==> config.mk <==
export PLATFORM = sky130hd
export DESIGN_NAME = lsb_first_bit_packer
export DESIGN_NICKNAME = d
export VERILOG_FILES = /design/src/rtl/lbp_pkg.sv /design/src/rtl/lbp_front.sv /design/src/rtl/lbp_queue.sv /design/src/rtl/lbp_back.sv /design/src/rtl/lsb_first_bit_packer.sv
export VERILOG_INCLUDE_DIRS = /design/src /design/src/rtl
export SDC_FILE = /design/constraint.sdc
export NUM_CORES = 1
export LEC_CHECK = 0
export BUFFER_PORTS_ARGS = -buffer_cell sky130_fd_sc_hd__buf_2
export CAP_MARGIN = 20
export CELL_PAD_IN_SITES_DETAIL_PLACEMENT = 0
export CELL_PAD_IN_SITES_GLOBAL_PLACEMENT = 1
export CORE_UTILIZATION = 25
export CTS_CLUSTER_SIZE = 12
export DETAILED_ROUTE_END_ITERATION = 8
export PLACE_DENSITY = 0.53
export SETUP_SLACK_MARGIN = 0.15
export SLEW_MARGIN = 20
export SYNTH_ARGS = -nofsm -noshare
export SYNTH_HDL_FRONTEND = slang
export SYNTH_HIERARCHICAL = 1
export SYNTH_SLANG_ARGS = --single-unit
==> constraint.sdc <==
create_clock -name clk -period 12.2 [get_ports clk]
set_input_delay 0 -clock clk [delete_from_list [all_inputs] [get_ports clk]]
set_output_delay 0 -clock clk [all_outputs]
set_load 0.02 [all_outputs]
==> src/rtl/assert_macros.svh <==
// ----------------------------------------------------------------------------
// Assertion macros
// Shared shorthand for the concurrent checks of the packer RTL.
// ----------------------------------------------------------------------------
`ifndef ASSERT_MACROS_SVH
`define ASSERT_MACROS_SVH

// A property that must hold at every clock edge outside reset.
`define LBP_ASSERT(label, prop, msg) \
  label: assert property (@(posedge clk) disable iff (rst) (prop)) \
    else $error(msg);

// A condition that must be followed by a consequence in the next cycle.
`define LBP_ASSERT_NEXT(label, cond, conseq, msg) \
  label: assert property (@(posedge clk) disable iff (rst) (cond) |=> (conseq)) \
    else $error(msg);

`endif

==> src/rtl/lbp_pkg.sv <==
// ----------------------------------------------------------------------------
// lbp_pkg
// Types and constants shared by the modules of the LSB-first bit packer.
// ----------------------------------------------------------------------------
package lbp_pkg;

  // Field and state widths.
  localparam int VALUE_W    = 32;
  localparam int WIDTH_W    = 6;
  localparam int POS_W      = 20;
  localparam int COUNT_W    = 19;
  localparam int CAP_W      = 16;
  localparam int NBYTES_W   = 3;
  localparam int BYTE_IDX_W = 2;
  localparam int ACC_W      = VALUE_W + 8;

  // Widest field that may be written; the value port carries 32 bits.
  localparam int MAX_FIELD_WIDTH = 32;
  localparam int WIDTH_LIMIT     = (MAX_FIELD_WIDTH < VALUE_W) ? MAX_FIELD_WIDTH : VALUE_W;

  // Reset value of the capacity register, in bytes.
  localparam logic [CAP_W-1:0] CAPACITY_RESET = 16'd1024;

  // Default number of entries between front and back.
  localparam int QUEUE_DEPTH_DEFAULT = 4;

  // Operation codes.
  localparam logic OP_WRITE = 1'b0;
  localparam logic OP_FLUSH = 1'b1;

  // One classified word, waiting to be turned into result words.
  typedef struct packed {
    logic [ACC_W-1:0]    acc;        // bytes to emit, first byte lowest
    logic [NBYTES_W-1:0] nbytes;     // number of complete bytes, 0 to 4
    logic                status;     // 1 if the word was refused
    logic [COUNT_W-1:0]  bit_count;  // bits in the packet after this word
  } entry_t;

endpackage

==> src/rtl/lbp_front.sv <==
// ----------------------------------------------------------------------------
// lbp_front
// Accepts input words, keeps the packet state and classifies each word into
// a queue entry that holds all the bytes it completes.
// ----------------------------------------------------------------------------
module lbp_front (
  input  logic                        clk,
  input  logic                        rst,
  input  logic                        cfg_write,
  input  logic [lbp_pkg::CAP_W-1:0]   cfg_data,
  input  logic                        in_valid,
  output logic                        in_stall,
  input  logic                        op,
  input  logic [lbp_pkg::VALUE_W-1:0] field_value,
  input  logic [lbp_pkg::WIDTH_W-1:0] field_width,
  input  logic                        queue_full,
  output logic                        push,
  output lbp_pkg::entry_t             push_entry
);
  import lbp_pkg::*;

  logic [CAP_W-1:0]   capacity;
  logic [POS_W-1:0]   bit_position;
  logic [7:0]         partial_bits;
  logic               error_flag;

  logic [POS_W-1:0]   bit_position_next;
  logic [7:0]         partial_bits_next;
  logic               error_flag_next;

  logic [2:0]         fill;
  logic [VALUE_W-1:0] mask;
  logic [ACC_W-1:0]   acc;
  logic [WIDTH_W-1:0] total;
  logic [NBYTES_W-1:0] nbytes;
  logic               too_wide;
  logic               over_capacity;
  logic [POS_W:0]     end_position;
  logic [POS_W:0]     capacity_bits;

  // A word is taken whenever the queue has room and reset is not asserted.
  assign in_stall = rst | queue_full;
  assign push     = in_valid & ~in_stall;

  // Bit insertion for a write: mask the value and shift it above the pending bits.
  assign fill          = bit_position[2:0];
  assign mask          = (field_width == '0) ? '0
                       : ({VALUE_W{1'b1}} >> (WIDTH_W'(VALUE_W) - field_width));
  assign acc           = {{(ACC_W-8){1'b0}}, partial_bits}
                       | ({8'd0, field_value & mask} << fill);
  assign total         = {{(WIDTH_W-3){1'b0}}, fill} + field_width;
  assign nbytes        = total[WIDTH_W-1:3];

  // Limit checks.
  assign too_wide      = field_width > WIDTH_W'(WIDTH_LIMIT);
  assign end_position  = {1'b0, bit_position} + (POS_W+1)'(field_width);
  assign capacity_bits = {2'b00, capacity, 3'b000};
  assign over_capacity = end_position > capacity_bits;

  // Classification of the word and the state it leaves behind.
  always_comb begin
    bit_position_next    = bit_position;
    partial_bits_next    = partial_bits;
    error_flag_next      = error_flag;
    push_entry.acc       = '0;
    push_entry.nbytes    = '0;
    push_entry.status    = 1'b0;
    push_entry.bit_count = bit_position[COUNT_W-1:0];
    if (op == OP_FLUSH) begin
      bit_position_next    = '0;
      partial_bits_next    = '0;
      error_flag_next      = 1'b0;
      push_entry.acc       = {{(ACC_W-8){1'b0}}, partial_bits};
      push_entry.nbytes    = (fill != 3'd0) ? NBYTES_W'(1) : '0;
      push_entry.bit_count = '0;
    end else if (error_flag) begin
      push_entry.status = 1'b1;
    end else if (field_width == '0) begin
      push_entry.status = 1'b0;
    end else if (too_wide || over_capacity) begin
      error_flag_next   = 1'b1;
      push_entry.status = 1'b1;
    end else begin
      bit_position_next    = end_position[POS_W-1:0];
      partial_bits_next    = acc[{nbytes[BYTE_IDX_W:0], 3'b000} +: 8];
      push_entry.acc       = acc;
      push_entry.nbytes    = nbytes;
      push_entry.bit_count = end_position[COUNT_W-1:0];
    end
  end

  // Configuration register.
  always_ff @(posedge clk) begin
    if (rst) begin
      capacity <= CAPACITY_RESET;
    end else if (cfg_write) begin
      capacity <= cfg_data;
    end
  end

  // Packet state, updated as each word is taken.
  always_ff @(posedge clk) begin
    if (rst) begin
      bit_position <= '0;
      partial_bits <= '0;
      error_flag   <= 1'b0;
    end else if (push) begin
      bit_position <= bit_position_next;
      partial_bits <= partial_bits_next;
      error_flag   <= error_flag_next;
    end
  end

endmodule

==> src/rtl/lbp_queue.sv <==
// ----------------------------------------------------------------------------
// lbp_queue
// Short first-in first-out queue of classified entries between the front
// and the back of the packer.
// ----------------------------------------------------------------------------
`include "assert_macros.svh"

module lbp_queue #(
  parameter int DEPTH = lbp_pkg::QUEUE_DEPTH_DEFAULT
) (
  input  logic            clk,
  input  logic            rst,
  input  logic            push,
  input  lbp_pkg::entry_t push_entry,
  output logic            full,
  input  logic            pop,
  output logic            empty,
  output lbp_pkg::entry_t head
);
  import lbp_pkg::*;

  localparam int PTR_W   = (DEPTH > 1) ? $clog2(DEPTH) : 1;
  localparam int COUNT_QW = $clog2(DEPTH + 1);

  entry_t               slots [DEPTH];
  logic [PTR_W-1:0]     wr_ptr;
  logic [PTR_W-1:0]     rd_ptr;
  logic [COUNT_QW-1:0]  count;

  assign full  = count == COUNT_QW'(DEPTH);
  assign empty = count == '0;
  assign head  = slots[rd_ptr];

  // Entry storage.
  always_ff @(posedge clk) begin
    if (push) begin
      slots[wr_ptr] <= push_entry;
    end
  end

  // Pointers and fill level.
  always_ff @(posedge clk) begin
    if (rst) begin
      wr_ptr <= '0;
      rd_ptr <= '0;
      count  <= '0;
    end else begin
      if (push) begin
        wr_ptr <= (wr_ptr == PTR_W'(DEPTH - 1)) ? '0 : wr_ptr + PTR_W'(1);
      end
      if (pop) begin
        rd_ptr <= (rd_ptr == PTR_W'(DEPTH - 1)) ? '0 : rd_ptr + PTR_W'(1);
      end
      if (push && !pop) begin
        count <= count + COUNT_QW'(1);
      end else if (pop && !push) begin
        count <= count - COUNT_QW'(1);
      end
    end
  end

  // The level never runs past either end, and rises on a push without a pop.
  `LBP_ASSERT(a_no_overflow, !(full && push), "push into a full queue")
  `LBP_ASSERT(a_no_underflow, !(empty && pop), "pop from an empty queue")
  `LBP_ASSERT_NEXT(a_level_up, push && !pop, count == $past(count) + COUNT_QW'(1), "queue level did not rise")

endmodule

==> src/rtl/lbp_back.sv <==
// ----------------------------------------------------------------------------
// lbp_back
// Drains queue entries into result words, one byte per cycle while the output
// is not stalled, through an output register.
// ----------------------------------------------------------------------------
`include "assert_macros.svh"

module lbp_back (
  input  logic                        clk,
  input  logic                        rst,
  input  logic                        empty,
  input  lbp_pkg::entry_t             head,
  output logic                        pop,
  output logic                        out_valid,
  input  logic                        out_stall,
  output logic [7:0]                  out_byte,
  output logic                        byte_valid,
  output logic                        status,
  output logic [lbp_pkg::COUNT_W-1:0] bit_count,
  output logic                        last
);
  import lbp_pkg::*;

  logic [BYTE_IDX_W-1:0] idx;
  logic                  load;
  logic                  has_bytes;
  logic                  res_last;

  // A new result word enters the output register when it is free or moving on.
  assign load      = !empty && (!out_valid || !out_stall);
  assign has_bytes = head.nbytes != '0;
  assign res_last  = !has_bytes || (({1'b0, idx} + NBYTES_W'(1)) == head.nbytes);
  assign pop       = load && res_last;

  // Byte index within the head entry.
  always_ff @(posedge clk) begin
    if (rst) begin
      idx <= '0;
    end else if (load) begin
      idx <= res_last ? '0 : idx + BYTE_IDX_W'(1);
    end
  end

  // Output register control.
  always_ff @(posedge clk) begin
    if (rst) begin
      out_valid <= 1'b0;
    end else if (load) begin
      out_valid <= 1'b1;
    end else if (!out_stall) begin
      out_valid <= 1'b0;
    end
  end

  // Output register payload.
  always_ff @(posedge clk) begin
    if (load) begin
      out_byte   <= has_bytes ? head.acc[{idx, 3'b000} +: 8] : 8'd0;
      byte_valid <= has_bytes;
      status     <= head.status;
      bit_count  <= head.bit_count;
      last       <= res_last;
    end
  end

  // The index stays inside the head entry, and only the last word may be byteless.
  `LBP_ASSERT(a_idx_in_entry, empty || !has_bytes || ({1'b0, idx} < head.nbytes), "byte index past entry")
  `LBP_ASSERT(a_mid_has_byte, !out_valid || last || byte_valid, "non-final word without a byte")

endmodule

==> src/rtl/lsb_first_bit_packer.sv <==
// Path: with the queue empty and the output free, the first result word of an input word
// goes from the queue slot it is written to into the output register.
// Throughput: one input word per cycle while each completes at most one byte and the output
// is not stalled; a word that completes n bytes (up to 4) yields n result words in turn.
// The front keeps a QUEUE_DEPTH-entry queue (default 4) and stalls when it is full.
// Reset: rst is synchronous; it clears the packet state and queue and sets the
// capacity register to 1024 bytes; the input also stalls while rst is high.
// ----------------------------------------------------------------------------
// lsb_first_bit_packer
// Packs fields of 0 to 32 bits, low bit first, into a byte stream with a
// sticky error for over-wide fields or capacity overflow and a flush word.
// ----------------------------------------------------------------------------
module lsb_first_bit_packer #(
  parameter int QUEUE_DEPTH = lbp_pkg::QUEUE_DEPTH_DEFAULT
) (
  input  logic                        clk,
  input  logic                        rst,
  input  logic                        cfg_write,
  input  logic [lbp_pkg::CAP_W-1:0]   cfg_data,
  input  logic                        in_valid,
  output logic                        in_stall,
  input  logic                        op,
  input  logic [lbp_pkg::VALUE_W-1:0] field_value,
  input  logic [lbp_pkg::WIDTH_W-1:0] field_width,
  output logic                        out_valid,
  input  logic                        out_stall,
  output logic [7:0]                  out_byte,
  output logic                        byte_valid,
  output logic                        status,
  output logic [lbp_pkg::COUNT_W-1:0] bit_count,
  output logic                        last
);
  import lbp_pkg::*;

  logic   queue_full;
  logic   queue_empty;
  logic   push;
  logic   pop;
  entry_t push_entry;
  entry_t head;

  // Front: takes words and classifies them.
  lbp_front u_front (
    .clk         (clk),
    .rst         (rst),
    .cfg_write   (cfg_write),
    .cfg_data    (cfg_data),
    .in_valid    (in_valid),
    .in_stall    (in_stall),
    .op          (op),
    .field_value (field_value),
    .field_width (field_width),
    .queue_full  (queue_full),
    .push        (push),
    .push_entry  (push_entry)
  );

  // Queue between the two halves.
  lbp_queue #(
    .DEPTH (QUEUE_DEPTH)
  ) u_queue (
    .clk        (clk),
    .rst        (rst),
    .push       (push),
    .push_entry (push_entry),
    .full       (queue_full),
    .pop        (pop),
    .empty      (queue_empty),
    .head       (head)
  );

  // Back: emits the result words.
  lbp_back u_back (
    .clk        (clk),
    .rst        (rst),
    .empty      (queue_empty),
    .head       (head),
    .pop        (pop),
    .out_valid  (out_valid),
    .out_stall  (out_stall),
    .out_byte   (out_byte),
    .byte_valid (byte_valid),
    .status     (status),
    .bit_count  (bit_count),
    .last       (last)
  );

endmodule

# Word level (Yosys, flattened, before mapping)
# Memory sizes are Yosys's and may differ from the RTL's. A register that Yosys moved wholly into a read port is not among the register bits.
# Index checks and enable logic that the tools add are counted.
totals:
  output_inout_bits: 32
  input_bits: 60
  ff_bits: 85
  mem_bits_rw: 252
  memories: 1
  elab_cells: 95
classes:
  order_cmp: 2
  muxes: 33
  bitwise_logic: 5
  n_addsub: 9
  n_shift: 4
  reduce_logical: 19
  eq_ne: 8
memory_table:
  columns: ["name", "depth", "width", "read_ports", "rd_clocked_by_memory_dff", "wr", "line_no", "rtl"]
  rows:
  - ["u_queue.slots", 4, 63, 1, 1, 1, "lbp_queue.sv:25", "entry_t slots [DEPTH];"]
op_table:
  columns: ["op", "n"]
  rows:
  - ["$mux W43", 4]
  - ["$mux W20", 4]
  - ["$mux W19", 4]
  - ["$or A8 B40 Y40", 1]
  - ["$shiftx A40 B6 Y8", 1]
  - ["$shiftx A40 B7 Y8", 1]
  - ["$shl A32 B3 Y40", 1]
  - ["$and A32 B32 Y32", 1]
  - ["$mux W32", 1]
  - ["$mux W8", 4]
  - ["$shr A32 B6 Y32 const A", 1]
  - ["$add A20 B6 Y21", 1]
  - ["$gt A21 B19 Y1", 1]
  - ["$mux W2", 5]
  - ["$mux W1", 9]
  - ["$add A2 B1 Y2 const B", 3]
  - ["$add A3 B6 Y6", 1]
  - ["$gt A6 B6 Y1 const B", 1]
  - ["$logic_not A1 Y1", 6]
  - ["$logic_not A6 Y1", 1]
  - ["$mux W3", 2]
  - ["$ne A2 B2 Y1 const B", 3]
  - ["$reduce_bool A3 Y1", 2]
  - ["$sub A6 B6 Y6 const A", 1]
  - ["other kinds (15)", 21]

# Logic depth before layout (Yosys ltp)
depth:
  word_depth: 11
  depth_mapped: 20
  depth_no_buf: 18

# Modules after synthesis
# The synthesis kept the hierarchy.
by_module_without_submodules:
  columns: ["module", "seq_area_each_um2", "n_inst", "cells_each", "area_per_inst_um2"]
  rows:
  - ["lbp_queue", 7747.4, 1, 373, 9603.0]
  - ["lbp_front", 900.9, 1, 896, 6352.3]
  - ["lbp_back", 960.9, 1, 78, 1385.1]

# Worst setup path after synthesis
# Ideal clock, no wire load.
synth_timing:
  kind: "reg2reg"
  startpoint: "register u_front.bit_position[0]"
  endpoint: "memory u_queue/slots[0][41] in the netlist's numbering, data pin"
  arrival_time_ns: 4.365
  setup_slack_ns: 7.618
  synth_period_minus_slack_ns: 4.582
  path_stages_with_launch: 20
  setup_time_ns: 0.217
  t_required_ns: 11.983
  path_cell_list: "dfxtp_1 -> ha_1 -> fa_1 -> a211oi_1 -> o21a_1 -> and4bb_2 -> nand3_1 -> or2_2 -> and2_1 -> or2_2 -> ha_1 -> a211oi_1 -> nand2_1 -> a2111oi_0 -> a21boi_1 -> o211ai_2 -> nor2_2 -> nand2_2 -> buf_2 -> a211oi_1"
synth_lines:
  columns: ["item", "line_no", "rtl"]
  rows:
  - ["from (decl)", "lbp_front.sv:23", "logic [POS_W-1:0] bit_position;"]
  - ["from (signal assigned)", "lbp_front.sv:108", "bit_position <= bit_position_next;"]
  - ["to (decl)", "lbp_queue.sv:25", null]

==> reports/qor.yml <==
antenna_found_initial: 3
root_buffer: "clkbuf_16"
drive_gt1_share_pct: 20.55
cts_buffers: 37
arrival_ps: 6780
overflow: 0
n_fill_cell: 6509
p_switching_uw: 889.3
die_w_um: 256.1
finish.utilization_pct: 29.63
slew_headroom_pct: 33.84
min_period_ps: 6516
drv_cap: 0
vdd_drop_max_uv: 80.55
first_pass_iters: 5
slew_viol_final: 0
worst_pin_slew_ps: 991.1
fmaxAchievable_mhz: 153.5
ant_nets: 0
clockBufferDepth: 3
path_clk_slew_ps: 60
syn_nets: 1393
drc: 0
multi_input_area_mm2: 0.006817
via_per_inst: 4.860
syn-mean-instance-area_um2: 12.44
hp-class: "input port to register"
leakage_uw: 0.006353
fp.dieArea_mm2: 0.06560
hold_buffers: 34
netlist_area_mm2: 0.01615
avgRoutedWirePerCell_um: 20.76
initial_core_util_pct: 25.46
grt_pass1_wl_um: 70820
grt_usage_pct: 14.18
dpl.hpwl_um: 32250
tns_ps: 0
grt_pass1_vias: 11070
setup_viol: 0
drt-total-wl_um: 46980
postCtsSetupBuffers: 0
insertion_delay_ps: 540
ioPinCount: 92
portBuffers: 91
netlist_instances: 1298
cp-end-kind: "register"
switching_share_pct: 28.90
power_density_mw_per_mm2: 163.7
rows: 92
run_status: "finished clean"
clockPowerShare_pct: 34.6
combPwrFrac_pct: 22.6
path_max_fanout: 58
die_h_um: 256.1
num_vias: 10999
final.setup_skew_ps: 22.29
worstSetupStartpointType: "register"
ctsResizeCount: 0
hold_viol: 0
cp.required_ps: 12460
cts_tree: "built"
fin_crit_sh_pct: 53.41
seq_area_mm2: 0.008657
gp_congestion: 0.8048
fin_nets: 1486
seqPwrFrac_pct: 42.8
h-tree-depth: 2
p_int_uw: 2188
critical_path_class: "register to register"
clock_sinks: 307
ys.warnings.count: 6
syn_to_final_growth_pct: 16.41
rsz0062_at_grt: "false"
grt_max_degree: 66
drt_iter0_markers: 792
core_mm2: 0.06343
-- cell usage in the layout, fill, tap and decap left out, types with 9 or more instances in the layout --
cell / count
nor2_1: 129
nand2_1: 76
inv_1: 44
xnor2_1: 24
nand3_1: 26
nor2b_1: 17
mux2i_1: 40
o21ai_1: 12
buf_4: 17
nor4_1: 10
edfxtp_1: 250
nor3_1: 35
ha_1: 33
or2_2: 12
a22oi_1: 16
a31oi_1: 21
clkbuf_16: 37
a211oi_1: 17
and2_1: 13
mux4_2: 65
buf_2: 91
mux2_2: 9
o31ai_1: 10
o211ai_1: 13
xor2_1: 10
o21ai_0: 35
dfxtp_1: 52
a21oi_1: 52
dlygate4sd3_1: 34
o22ai_1: 9
-- layout make-up --
cell class	instances	share of cell area [%]
Sequential cell	307	46.06
Multi-Input combinational cell	857	36.27
Tap cell	846	5.632
Clock buffer	48	5.359
Timing Repair Buffer	142	4.913
Inverter	46	0.9187
Clock inverter	16	0.8322
Antenna cell	1	0.01331
-- critical path: stages, from the launching register on --
cell and delay [ps]:
dfxtp_2 310, buf_4 530, ha_1 310, fa_1 270
a211oi_1 100, o21a_1 240, and4bb_2 360, nand3_1 140
or2_2 350, and2_1 170, or2_2 290, ha_1 290
a211oi_1 290, nand2_1 130, a2111oi_0 260, a21boi_1 240
o211ai_2 90, buf_4 250, nor2_2 430, nand2_2 510
a311oi_1 640
-- registers in the layout (all words and copies together) (netlist names), named ones only --
register              flops
u_queue/slots           220
u_front/bit_position     20
u_back/bit_count         19
u_front/capacity         16
u_back/out_byte           8
u_front/partial_bits      8
u_queue/count             3
u_back/idx                2
u_queue/rd_ptr            2
u_queue/wr_ptr            2
u_back/byte_valid         1
u_back/last               1
u_back/out_valid          1
u_back/status             1
u_front/error_flag        1
-- power groups by stage --
| stage | combinational, uW | sequential (uW) | clock (uW) |
|---|---|---|---|
| floorplan | 459 | 1380 | 0 |
| global placement | 700 | 1350 | 0 |
| detailed placement | 703 | 1340 | 0 |
| CTS | 716 | 1320 | 1100 |
| global route | 756 | 1330 | 1140 |
| finish | 696 | 1320 | 1060 |
-- final timing paths --
| kind | slack [ps] | startpoint | end | cells past startpoint |
|---|---|---|---|---|
| worst min register to register | 490 | u_front/bit_position[19] | u_front/bit_position[19] | 1 |
| worst max register to register | 5680 | u_front/bit_position[0] | u_queue/slots[1][32] | 20 |
| worst max-delay path | 5680 | u_front/bit_position[0] | u_queue/slots[1][32] | 20 |
| worst min-delay path | 40 | rst | u_queue/count[1] | 3 |
-- metal layers --
layer / share of wire (%) / vias up / track usage [%]
li1: - / 5188 / -
met1: 46 / 5424 / 19.50
met2: 45 / 300 / 21.85
met3: 5.0 / 83 / 2.535
met4: 3.8 / 4 / 5.921
met5: 0.049 / - / 0
-- through the flow --
step                power [uW]  hold slack, ps  cell area, um2  instances  setup WS (ps)
finish                    3077           38.28           18790       2263           5684
floorplan                 1842           69.07           16150       1298           7650
CTS                       3140           27.59           18790       2262           5637
detailed placement        2048           244.2           17290       2164           5669
global route              3226           58.28           18790       2262           5043
global placement          2045           237.1           17290       2164           5807
No activity file was read; power rests on OpenSTA's default activity.
